$ cat config.mk
export PLATFORM = sky130hd
export DESIGN_NAME = bipolar_relay_pulse_sequencer_top
export DESIGN_NICKNAME = d
export VERILOG_FILES = /design/src/rtl/core/brps_pkg.sv /design/src/rtl/core/brps_cfg_regs.sv /design/src/rtl/core/brps_seq.sv /design/src/rtl/core/bipolar_relay_pulse_sequencer_top.sv
export SDC_FILE = /design/constraint.sdc
export NUM_CORES = 1
export LEC_CHECK = 0
export BUFFER_PORTS_ARGS = -buffer_cell sky130_fd_sc_hd__buf_4
export CORE_MARGIN = 3
export CORE_UTILIZATION = 45
export CTS_CLUSTER_DIAMETER = 150
export CTS_CLUSTER_SIZE = 12
export DETAILED_ROUTE_END_ITERATION = 8
export SETUP_SLACK_MARGIN = 0.5
export SYNTH_ARGS = -nofsm -noshare
export SYNTH_HDL_FRONTEND = slang
export SYNTH_SLANG_ARGS = --single-unit
export TNS_END_PERCENT = 1
$ cat constraint.sdc
create_clock -name aclk -period 10.55 [get_ports aclk]
set_input_delay 1.055 -clock aclk [delete_from_list [all_inputs] [get_ports aclk]]
set_output_delay 1.055 -clock aclk [all_outputs]
set_load 0.05 [all_outputs]
$ cat src/rtl/core/brps_pkg.sv
`timescale 1ns / 1ps

package brps_pkg;

    localparam int TICK_BITS_DEF = 16;
    localparam int CFG_WIDTH     = 16;
    localparam int CFG_IDX_BITS  = 2;
    localparam int PHASE_BITS    = 3;

    localparam logic [CFG_IDX_BITS-1:0] CFG_FIRST_ACTIVE  = 2'd0;
    localparam logic [CFG_IDX_BITS-1:0] CFG_BETWEEN       = 2'd1;
    localparam logic [CFG_IDX_BITS-1:0] CFG_SECOND_ACTIVE = 2'd2;
    localparam logic [CFG_IDX_BITS-1:0] CFG_SETTLING      = 2'd3;

    localparam logic [PHASE_BITS-1:0] PH_IDLE    = 3'd0;
    localparam logic [PHASE_BITS-1:0] PH_FIRST   = 3'd1;
    localparam logic [PHASE_BITS-1:0] PH_BETWEEN = 3'd2;
    localparam logic [PHASE_BITS-1:0] PH_SECOND  = 3'd3;
    localparam logic [PHASE_BITS-1:0] PH_SETTLE  = 3'd4;

    localparam logic FUNC_TICK  = 1'b0;
    localparam logic FUNC_START = 1'b1;

    typedef struct packed {
        logic func;
        logic close_first;
    } in_item_t;

    typedef struct packed {
        logic                  gates_closed;
        logic                  polarity_closed;
        logic [PHASE_BITS-1:0] phase;
        logic                  rejected;
    } out_item_t;

    typedef struct packed {
        logic [CFG_WIDTH-1:0] first_active_ticks;
        logic [CFG_WIDTH-1:0] between_ticks;
        logic [CFG_WIDTH-1:0] second_active_ticks;
        logic [CFG_WIDTH-1:0] settling_ticks;
    } cfg_t;

endpackage

$ cat src/rtl/core/brps_cfg_regs.sv
`timescale 1ns / 1ps

module brps_cfg_regs (
    input  logic                               aclk,
    input  logic                               aresetn,
    input  logic                               cfg_wr_en,
    input  logic [brps_pkg::CFG_IDX_BITS-1:0]  cfg_index,
    input  logic [brps_pkg::CFG_WIDTH-1:0]     cfg_wdata,
    output brps_pkg::cfg_t                     cfg
);

    brps_pkg::cfg_t cfg_reg;

    always_ff @(posedge aclk) begin
        if (!aresetn) begin
            cfg_reg <= '0;
        end else if (cfg_wr_en) begin
            case (cfg_index)
                brps_pkg::CFG_FIRST_ACTIVE:  cfg_reg.first_active_ticks  <= cfg_wdata;
                brps_pkg::CFG_BETWEEN:       cfg_reg.between_ticks       <= cfg_wdata;
                brps_pkg::CFG_SECOND_ACTIVE: cfg_reg.second_active_ticks <= cfg_wdata;
                brps_pkg::CFG_SETTLING:      cfg_reg.settling_ticks      <= cfg_wdata;
                default: begin
                end
            endcase
        end
    end

    assign cfg = cfg_reg;

endmodule

$ cat src/rtl/core/brps_seq.sv
`timescale 1ns / 1ps

module brps_seq #(
    parameter int TICK_BITS = brps_pkg::TICK_BITS_DEF
) (
    input  logic                aclk,
    input  logic                aresetn,
    input  logic                accept,
    input  brps_pkg::in_item_t  item,
    input  brps_pkg::cfg_t      cfg,
    output brps_pkg::out_item_t result
);

    localparam logic [63:0] CNT_MAX = (64'd1 << TICK_BITS) - 64'd1;

    logic [brps_pkg::PHASE_BITS-1:0] phase_reg, phase_next;
    logic [TICK_BITS-1:0]            remaining_reg, remaining_next;
    logic                            first_level_reg, first_level_next;
    logic                            gate_reg, gate_next;
    logic                            polarity_reg, polarity_next;
    logic                            rejected_next;

    function automatic logic [TICK_BITS-1:0] load_count(input logic [brps_pkg::CFG_WIDTH-1:0] v);
        logic [63:0] wide;
        wide = 64'(v);
        if (wide > CNT_MAX) begin
            load_count = CNT_MAX[TICK_BITS-1:0];
        end else begin
            load_count = wide[TICK_BITS-1:0];
        end
    endfunction

    always_comb begin
        phase_next       = phase_reg;
        remaining_next   = remaining_reg;
        first_level_next = first_level_reg;
        gate_next        = gate_reg;
        polarity_next    = polarity_reg;
        rejected_next    = 1'b0;

        if (item.func == brps_pkg::FUNC_START) begin
            if (phase_reg != brps_pkg::PH_IDLE) begin
                rejected_next = 1'b1;
            end else begin
                first_level_next = item.close_first;
                polarity_next    = item.close_first;
                gate_next        = 1'b1;
                phase_next       = brps_pkg::PH_FIRST;
                remaining_next   = load_count(cfg.first_active_ticks);
            end
        end else if (phase_reg != brps_pkg::PH_IDLE) begin
            if (remaining_reg != '0) begin
                remaining_next = remaining_reg - TICK_BITS'(1);
            end
        end

        // pass zero-length phases, at most four in one item
        for (int i = 0; i < 4; i++) begin
            if (phase_next != brps_pkg::PH_IDLE && remaining_next == '0) begin
                case (phase_next)
                    brps_pkg::PH_FIRST: begin
                        gate_next      = 1'b0;
                        phase_next     = brps_pkg::PH_BETWEEN;
                        remaining_next = load_count(cfg.between_ticks);
                    end
                    brps_pkg::PH_BETWEEN: begin
                        polarity_next  = ~first_level_next;
                        gate_next      = 1'b1;
                        phase_next     = brps_pkg::PH_SECOND;
                        remaining_next = load_count(cfg.second_active_ticks);
                    end
                    brps_pkg::PH_SECOND: begin
                        gate_next      = 1'b0;
                        phase_next     = brps_pkg::PH_SETTLE;
                        remaining_next = load_count(cfg.settling_ticks);
                    end
                    default: begin
                        gate_next      = 1'b0;
                        phase_next     = brps_pkg::PH_IDLE;
                        remaining_next = '0;
                    end
                endcase
            end
        end
    end

    always_ff @(posedge aclk) begin
        if (!aresetn) begin
            phase_reg       <= brps_pkg::PH_IDLE;
            remaining_reg   <= '0;
            first_level_reg <= 1'b0;
            gate_reg        <= 1'b0;
            polarity_reg    <= 1'b0;
        end else if (accept) begin
            phase_reg       <= phase_next;
            remaining_reg   <= remaining_next;
            first_level_reg <= first_level_next;
            gate_reg        <= gate_next;
            polarity_reg    <= polarity_next;
        end
    end

    assign result.gates_closed    = gate_next;
    assign result.polarity_closed = polarity_next;
    assign result.phase           = phase_next;
    assign result.rejected        = rejected_next;

endmodule

$ cat src/rtl/core/bipolar_relay_pulse_sequencer_top.sv
`timescale 1ns / 1ps

// Bipolar relay pulse sequencer. Each input item is either a one-millisecond
// tick or a start command; every item yields exactly one result with the gate
// and polarity relay drives, the current phase and a flag for a command
// refused while a pulse is in progress. An item is taken every cycle as long
// as the result register is empty or being drained, so the throughput is one
// item per cycle; each result is registered for the next cycle. The phase
// machine with its single down-counter finishes each item in one pass, including
// any run of zero-length phases. Phase lengths are read from the configuration
// registers when a phase is loaded and saturate at the counter width TICK_BITS.

module bipolar_relay_pulse_sequencer_top #(
    parameter int TICK_BITS = brps_pkg::TICK_BITS_DEF
) (
    input  logic                               aclk,
    input  logic                               aresetn,
    input  logic                               cfg_wr_en,
    input  logic [brps_pkg::CFG_IDX_BITS-1:0]  cfg_index,
    input  logic [brps_pkg::CFG_WIDTH-1:0]     cfg_wdata,
    input  logic                               s_valid,
    output logic                               s_ready,
    input  brps_pkg::in_item_t                 s_data,
    output logic                               m_valid,
    input  logic                               m_ready,
    output brps_pkg::out_item_t                m_data
);

    brps_pkg::cfg_t      cfg;
    brps_pkg::out_item_t result;
    brps_pkg::out_item_t m_data_reg;
    logic                m_valid_reg;
    logic                accept;

    assign s_ready = !m_valid_reg || m_ready;
    assign accept  = s_valid && s_ready;

    brps_cfg_regs u_cfg (
        .aclk      (aclk),
        .aresetn   (aresetn),
        .cfg_wr_en (cfg_wr_en),
        .cfg_index (cfg_index),
        .cfg_wdata (cfg_wdata),
        .cfg       (cfg)
    );

    brps_seq #(
        .TICK_BITS (TICK_BITS)
    ) u_seq (
        .aclk    (aclk),
        .aresetn (aresetn),
        .accept  (accept),
        .item    (s_data),
        .cfg     (cfg),
        .result  (result)
    );

    always_ff @(posedge aclk) begin
        if (!aresetn) begin
            m_valid_reg <= 1'b0;
        end else if (accept) begin
            m_valid_reg <= 1'b1;
        end else if (m_ready) begin
            m_valid_reg <= 1'b0;
        end
    end

    always_ff @(posedge aclk) begin
        if (accept) begin
            m_data_reg <= result;
        end
    end

    assign m_valid = m_valid_reg;
    assign m_data  = m_data_reg;

endmodule

==> out/results.ini, run 1 <==
[run_status]
status = finished, final reports clean

[floorplan]
rows = 43
start_util_pct = 46.3
core_area_mm2 = 0.0140
die_y_um = 126
dieArea_mm2 = 0.0159
chipWidth_um = 126
num_io_pins = 33

[timing]
fmax_ghz = 0.162
setup_ws_ns = 4.39
fin_crit_sh_pct = 58.4
slew_violations = 0
hold_viol = 0
rsz0062_at_grt = false
worstMarginPinSlew_ns = 1.21
timing.slew.headroom_pct = 19.6
layout_min_cycle_time_ns = 6.16
holdWs_ns = 0.494
finalSetupViolCount = 0
timing.setup.tns_ns = 0
finalClockSkew_ns = 0.0103

[logic_synthesis]
netlist_instances = 857
synth.area.top_cells = dfxtp_1, nand2_1, a21boi_0
synth_edf_count = 6
syn-num-nets = 884
synth_area_per_cell_um2 = 7.55
yosysSeqAreaShare_pct = 29.7
async_flop_share_pct = 0
yosys_warnings = 0
synth_top_area_share_pct = 26.9
ys_seq_elements = 93
ys_dominant_reg_cell = dfxtp_1
yosys.area.top_type = dfxtp_1
ys_types = 88
netlist_area_mm2 = 0.00647

[layout]
num_antenna_cells = 0
postLayoutCoreUtil_pct = 50.5
largest_register_ffs = 64
drive_above_1_share_pct = 10.5
multi_input_area_mm2 = 0.00422
fin_nets = 876
mostFrequentLayoutCells = nand2_1, dfxtp_1, a21boi_0, nor2_1, o21ai_0
stdcell_area_mm2 = 0.00706
fillers = 1406
layout_commonest_cell = nand2_1
layout.area.seq_mm2 = 0.00192
syn_to_final_growth_pct = 9.14

[route]
drcViolationCount = 0
avgViaCountPerCell = 6.87
wirelength_mm = 26.9
dr.pass1.iters = 6
drt_iter0_drc = 1054
postRouteAntennaNets = 0
wl_per_cell_um = 26.0
vias = 7100

[global_routing]
antenna_found_initial = 0
grt_usage_pct = 33.2
grt_pass1_wl_mm = 40.9
grt_pass1_vias = 6776
grt_max_degree = 89
overflow = 0

[placement]
hpwl_mm = 19.7
port_buffers = 32
routabilityCongestion = 1.02
place_ws_ns = 4.14
placed_cell_area_mm2 = 0.00675

[power_and_ir_drop]
power.density_mw_per_mm2 = 141
p_int_uw = 646
vdd_drop_max_v = 0.0000942
p_sw_share_pct = 34.9
seqPwrFrac_pct = 40.1
clock_power_share_pct = 36.4
comb_power_share_pct = 23.5
p_leak_nw = 2.48
switchingPower_uw = 347

[critical_path]
crit_fanout = 22
arrival_ns = 6.27
worst_setup_path_end_kind = register
cp.required_ns = 10.67
crit_path_start_kind = register
critical_path_class = register to register

[clock_network]
clock_latency_ns = 0.36
cts_buffers = 9
cts_buffer_depth = 2
hold_buffers = 0
cts_resized = 0
htreeDepth = 3
cts.sinks = 93
cts_setup_buffers = 0
cts_tree = done
cts.clk_slew.worst_paths_ns = 0.08
cts-root-buf = clkbuf_16

[run]
drv_cap = 0

[hold_path]
hold_class = register to register

==> cell families after synthesis <==
logic type	Yosys count	share of synthesized area, %
buf+inv	78	5.37
fa+ha+maj	2	0.387
flops	93	29.7
compound gates	274	30.8
mux	31	4.85
simple gates	377	28.6
xor+xnor	2	0.271
==> Yosys cell counts, types with 5 or more instances <==
master / count
nand2_1: 176
or4_1: 5
nor3_1: 30
nor2_1: 51
or2_2: 6
o21ai_0: 44
a22o_1: 6
a21boi_0: 67
buf_2: 8
buf_6: 6
inv_1: 16
or3_1: 10
nand3_1: 11
and2_1: 10
clkbuf_1: 46
dfxtp_1: 87
a21o_1: 5
and3_1: 9
edfxtp_1: 6
o2bb2ai_1: 6
a31oi_1: 11
a21oi_1: 39
mux2i_1: 28
nand4_1: 9
nand2b_1: 8
nor4_1: 20
a222oi_1: 5
a211oi_1: 10
a221oi_1: 7
a22oi_1: 13
a221o_1: 9
==> path summary, 6_finish.rpt <==
| kind | slack (ns) | startpoint | to | cells past startpoint |
|---|---|---|---|---|
| max reg2reg | 4.39 | u_seq.phase_reg[1]$_SDFFE_PN0P_ | m_data[3]$_DFFE_PP_ | 14 |
| min | 0.49 | u_seq.polarity_reg$_SDFFE_PN0P_ | u_seq.polarity_reg$_SDFFE_PN0P_ | 2 |
| min reg2reg | 0.49 | u_seq.polarity_reg$_SDFFE_PN0P_ | u_seq.polarity_reg$_SDFFE_PN0P_ | 2 |
| max | 4.39 | u_seq.phase_reg[1]$_SDFFE_PN0P_ | m_data[3]$_DFFE_PP_ | 14 |
==> per-layer routing <==
| layer | wire length (µm) | vias to the layer above | part of all wire (%) | track usage [%] |
|---|---|---|---|---|
| li1 | - | 3149 | - | - |
| met1 | 11000 | 3399 | 41 | 44.0 |
| met2 | 11800 | 464 | 44 | 51.5 |
| met3 | 2830 | 88 | 11 | 8.27 |
| met4 | 1230 | 0 | 4.6 | 14.5 |
| met5 | 0 | - | 0 | 0 |
==> critical path, cell delays in order (launching register included) <==
cell      delay (ns)
dfxtp_1         0.90
nor3_2          0.08
buf_4           0.24
nor3_1          0.40
a22oi_1         0.26
a221oi_1        0.57
nand4_1         0.43
nor3_4          0.69
buf_4           0.38
mux2_2          0.39
o221ai_1        0.16
nand4b_1        0.23
a21oi_4         0.59
mux2_1          0.41
and2_1          0.16
==> power by group through the flow <==
stage               Clock, mW  Sequential (mW)  Combinational (mW)
floorplan                   0            0.399               0.153
global placement            0            0.404               0.225
detailed placement          0            0.404               0.225
CTS                     0.360            0.396               0.226
global route            0.375            0.399               0.248
finish                  0.362            0.398               0.233
==> final cells by class <==
cell class                      instances  area share [%]
Inverter                               16           0.850
Clock buffer                           10            3.38
Clock inverter                          6            1.08
Sequential cell                        93            27.2
Multi-Input combinational cell        686            59.7
Timing Repair Buffer                   43            4.57
Tap cell                              180            3.19
==> through the flow <==
stage,cells,power (mW)
after floorplan,857,0.552
after global placement,1018,0.629
after detailed placement,1018,0.629
after CTS,1034,0.982
after global routing,1034,1.02
final,1034,0.993
No activity file was read; power rests on OpenSTA's default activity.
==> run 2: changes to the inputs <==
--- a/config.mk
+++ b/config.mk
@@ -5,6 +5,7 @@
 export SDC_FILE = /design/constraint.sdc
 export NUM_CORES = 1
 export LEC_CHECK = 0
+export ABC_AREA = 1
 export BUFFER_PORTS_ARGS = -buffer_cell sky130_fd_sc_hd__buf_4
 export CORE_MARGIN = 3
 export CORE_UTILIZATION = 45
==> constraint.sdc (replaced) <==
create_clock -name aclk -period 6 [get_ports aclk]
set_input_delay 0.6 -clock aclk [delete_from_list [all_inputs] [get_ports aclk]]
set_output_delay 0.6 -clock aclk [all_outputs]
set_load 0.05 [all_outputs]
==> run 2 against run 1 <==
Against the previous run: global-route usage down 1.8 points; worst hold slack lost 0.027 ns; largest power group is now combinational cells; combinational power rose to 3.7 times the previous value; worst setup slack got worse by 3.5 ns; register-to-register slack got worse by 3.5 ns; critical endpoint is now u_seq.phase_reg[2]$_SDFFE_PN0P_; non-clock buffer count is 4 lower; synthesized cell count rose by 26%.
==> out/results.ini, run 2 <==
[critical_path]
cp.required_ns = 6.27  ; -4.40 ns
crit_fanout = 24  ; +9.1%
worst_setup_path_end_kind = register
reg2reg_from = u_seq.remaining_reg[0]$_SDFFE_PN0P_
critical_path_class = register to register
max_stage_delay_ns = 0.34  ; -0.56 ns
path_common_cell = nand2_1
timing.rr.end = u_seq.phase_reg[2]$_SDFFE_PN0P_
crit_path_start_kind = register
r2r_slack_ns = 0.91  ; -3.48 ns
reg2reg_depth = 32  ; +18
slowest_stage = dfxtp_1
arrival_ns = 5.36  ; -0.91 ns

[logic_synthesis]
synth_edf_count = 6  ; unchanged
yosysSeqAreaShare_pct = 29.1  ; -0.57 points
synth_area_per_cell_um2 = 6.10  ; -19%
synthTopCellsByCount = nand2_1, nor2_1, nand3_1
ys_dominant_reg_cell = dfxtp_1
async_flop_share_pct = 0  ; unchanged
syn-num-nets = 1109  ; +25%
ys_seq_elements = 93  ; unchanged
yosys.area.top_type = dfxtp_1
netlist_instances = 1082  ; +26%
yosys_warnings = 0  ; unchanged
ys_types = 40  ; -55%
netlist_area_mm2 = 0.00660  ; +2.0%
synth.area.top_cells = dfxtp_1, nand2_1, nand3_1
synth_top_area_share_pct = 26.4  ; -0.52 points
yosys.cell_count.top_type = nand2_1

[global_routing]
grt_usage_pct = 31.5  ; -1.8 points
grt_max_degree = 69  ; -22%
grt_pass1_vias = 6716  ; -0.89%
antenna_found_initial = 0  ; unchanged
grt_pass1_wl_mm = 39.0  ; -4.7%
overflow = 0  ; unchanged

[placement]
routabilityCongestion = 0.974  ; -4.4%
dp.cells = 1254  ; +23%
place_ws_ns = 0.683  ; -3.45 ns
hpwl_mm = 19.7  ; about the same
port_buffers = 32  ; unchanged

[floorplan]
core_area_mm2 = 0.0141  ; +0.77%
die_y_um = 127  ; +0.93%
num_io_pins = 33  ; unchanged
rows = 43  ; unchanged
start_util_pct = 46.8  ; +0.54 points
chipWidth_um = 127  ; +0.93%
dieArea_mm2 = 0.0162  ; +1.9%

[timing]
layout_min_cycle_time_ns = 5.09  ; -1.07 ns
fmax_ghz = 0.197  ; +21%
timing.slew.headroom_pct = 40.1  ; +21 points
hold_viol = 0  ; unchanged
slew_violations = 0  ; unchanged
finalSetupViolCount = 0  ; unchanged
setup_ws_ns = 0.914  ; -3.48 ns
timing.setup.tns_ns = 0  ; unchanged
finalClockSkew_ns = 0.00908  ; -0.00119 ns
rsz0062_at_grt = false
worstMarginPinSlew_ns = 0.896  ; -0.309 ns
fin_crit_sh_pct = 84.8  ; +26 points
holdWs_ns = 0.467  ; -0.0265 ns

[clock_network]
cts.clk_slew.worst_paths_ns = 0.07  ; about the same
cts_tree = done
cts.sinks = 93  ; unchanged
clock_latency_ns = 0.36  ; about the same
cts-root-buf = clkbuf_16
cts_setup_buffers = 0  ; unchanged
cts_buffers = 9  ; unchanged
hold_buffers = 0  ; unchanged
cts_buffer_depth = 2  ; unchanged
htreeDepth = 3  ; unchanged

[power_and_ir_drop]
vdd_drop_max_v = 0.000151  ; +60%
p_leak_nw = 3.33  ; +34%
power.density_mw_per_mm2 = 303  ; +120%
switchingPower_uw = 964  ; +180%
comb_power_share_pct = 40.2  ; +17 points
seqPwrFrac_pct = 33.1  ; -7.0 points
p_int_mw = 1.21  ; +87%
p_sw_share_pct = 44.4  ; +9.4 points
clock_power_share_pct = 26.7  ; -9.7 points

[hold_path]
min_delay_path_depth = 2  ; unchanged
hold_start = u_cfg.cfg[40]$_SDFFE_PN0P_
hold_end = u_cfg.cfg[40]$_SDFFE_PN0P_
hold_class = register to register

[layout]
mostFrequentLayoutCells = nand2_1, nor2_1, nand3_1, inv_1, o21ai_0
layout_commonest_cell = nand2_1
num_antenna_cells = 0  ; unchanged
drive_above_1_share_pct = 11.0  ; +0.45 points
postLayoutCoreUtil_pct = 50.9  ; +0.39 points
syn_to_final_growth_pct = 8.70
fin_nets = 1114  ; +27%
layout.area.seq_mm2 = 0.00192  ; unchanged
multi_input_area_mm2 = 0.00394  ; -6.6%
layout.cells.non_filler = 1272  ; +23%
fillers = 1537  ; +9.3%
largest_register_ffs = 64  ; unchanged

[route]
drcViolationCount = 0  ; unchanged
vias = 7293  ; +2.7%
wl_per_cell_um = 19.9  ; -24%
avgViaCountPerCell = 5.73  ; -17%
wirelength_mm = 25.3  ; -5.9%
dr.pass1.iters = 5  ; -1
drt_iter0_drc = 854  ; -19%
postRouteAntennaNets = 0  ; unchanged

[run]
drv_cap = 0  ; unchanged

[run_status]
status = finished, final reports clean

## run 2: kinds of logic after synthesis
logic type	count (synthesis)	share of synthesized area, %
AOI/OAI and AO/OA	208	17.6
xor gates and xnor gates	1	0.133
adders and majority gates	2	0.379
buffers and inverters	179	11.7
DFF	93	29.1
and+or+nand+nor	599	41.1
## run 2: per-layer routing
metal	GRT usage (%)	vias to the layer above	routed length, µm
met5	0	-	0
met2	46.9	356	10700
met1	43.7	3316	11400
li1	-	3566	-
met3	6.90	55	2110
met4	13.6	0	1070
## run 2: layout make-up
class                           instances  area share (%)
Clock buffer                           10            3.33
Clock inverter                          6           0.715
Inverter                              132            6.94
Multi-Input combinational cell        812            54.9
Sequential cell                        93            26.8
Tap cell                              180            3.14
Timing Repair Buffer                   39            4.13
## run 2: what timing repair did
action | 4_1_cts | 5_1_grt
gates resized for setup | 0 | 8
endpoints found under the hold margin | 0 | 0
endpoints found under the setup margin | 0 | 15
## run 2: worst max path at each step
| stage | slack [ns] | to | cells past startpoint | from |
|---|---|---|---|---|
| CTS | 0.69 | u_seq.phase_reg[2]$_SDFFE_PN0P_ | 33 | u_seq.remaining_reg[0]$_SDFFE_PN0P_ |
| finish | 0.91 | u_seq.phase_reg[2]$_SDFFE_PN0P_ | 32 | u_seq.remaining_reg[0]$_SDFFE_PN0P_ |
| global route | 0.52 | u_seq.phase_reg[2]$_SDFFE_PN0P_ | 32 | u_seq.remaining_reg[0]$_SDFFE_PN0P_ |
| global placement | 0.70 | u_seq.phase_reg[2]$_SDFFE_PN0P_ | 30 | u_seq.remaining_reg[0]$_SDFFE_PN0P_ |
| floorplan | 2.24 | m_data[3]$_DFFE_PP_ | 35 | u_seq.remaining_reg[0]$_SDFFE_PN0P_ |
| detailed placement | 0.68 | u_seq.phase_reg[2]$_SDFFE_PN0P_ | 33 | u_seq.remaining_reg[0]$_SDFFE_PN0P_ |
## run 2: worst max-delay path, delay by kind of cell, from the launching register on
kind | cells | cell delay [ns]
fa+ha+maj | 1 | 0.22
flops | 1 | 0.34
compound gates | 2 | 0.47
simple gates | 25 | 3.14
buf+inv | 4 | 0.79
## run 2: per-stage QoR
stage          instance area [µm²]  power, mW
5_1_grt                       7170       2.30
3_3_place_gp                  6840       1.57
2_1_floorplan                 6600       1.35
6_report                      7170       2.17
4_1_cts                       7130       2.14
3_5_place_dp                  6840       1.56
## run 2: power by group through the flow
| stage | registers [mW] | clock network (mW) | logic, mW |
|---|---|---|---|
| detailed placement | 0.731 | 0 | 0.834 |
| global route | 0.722 | 0.609 | 0.966 |
| finish | 0.719 | 0.580 | 0.873 |
| global placement | 0.731 | 0 | 0.841 |
| CTS | 0.717 | 0.586 | 0.837 |
| floorplan | 0.730 | 0 | 0.619 |
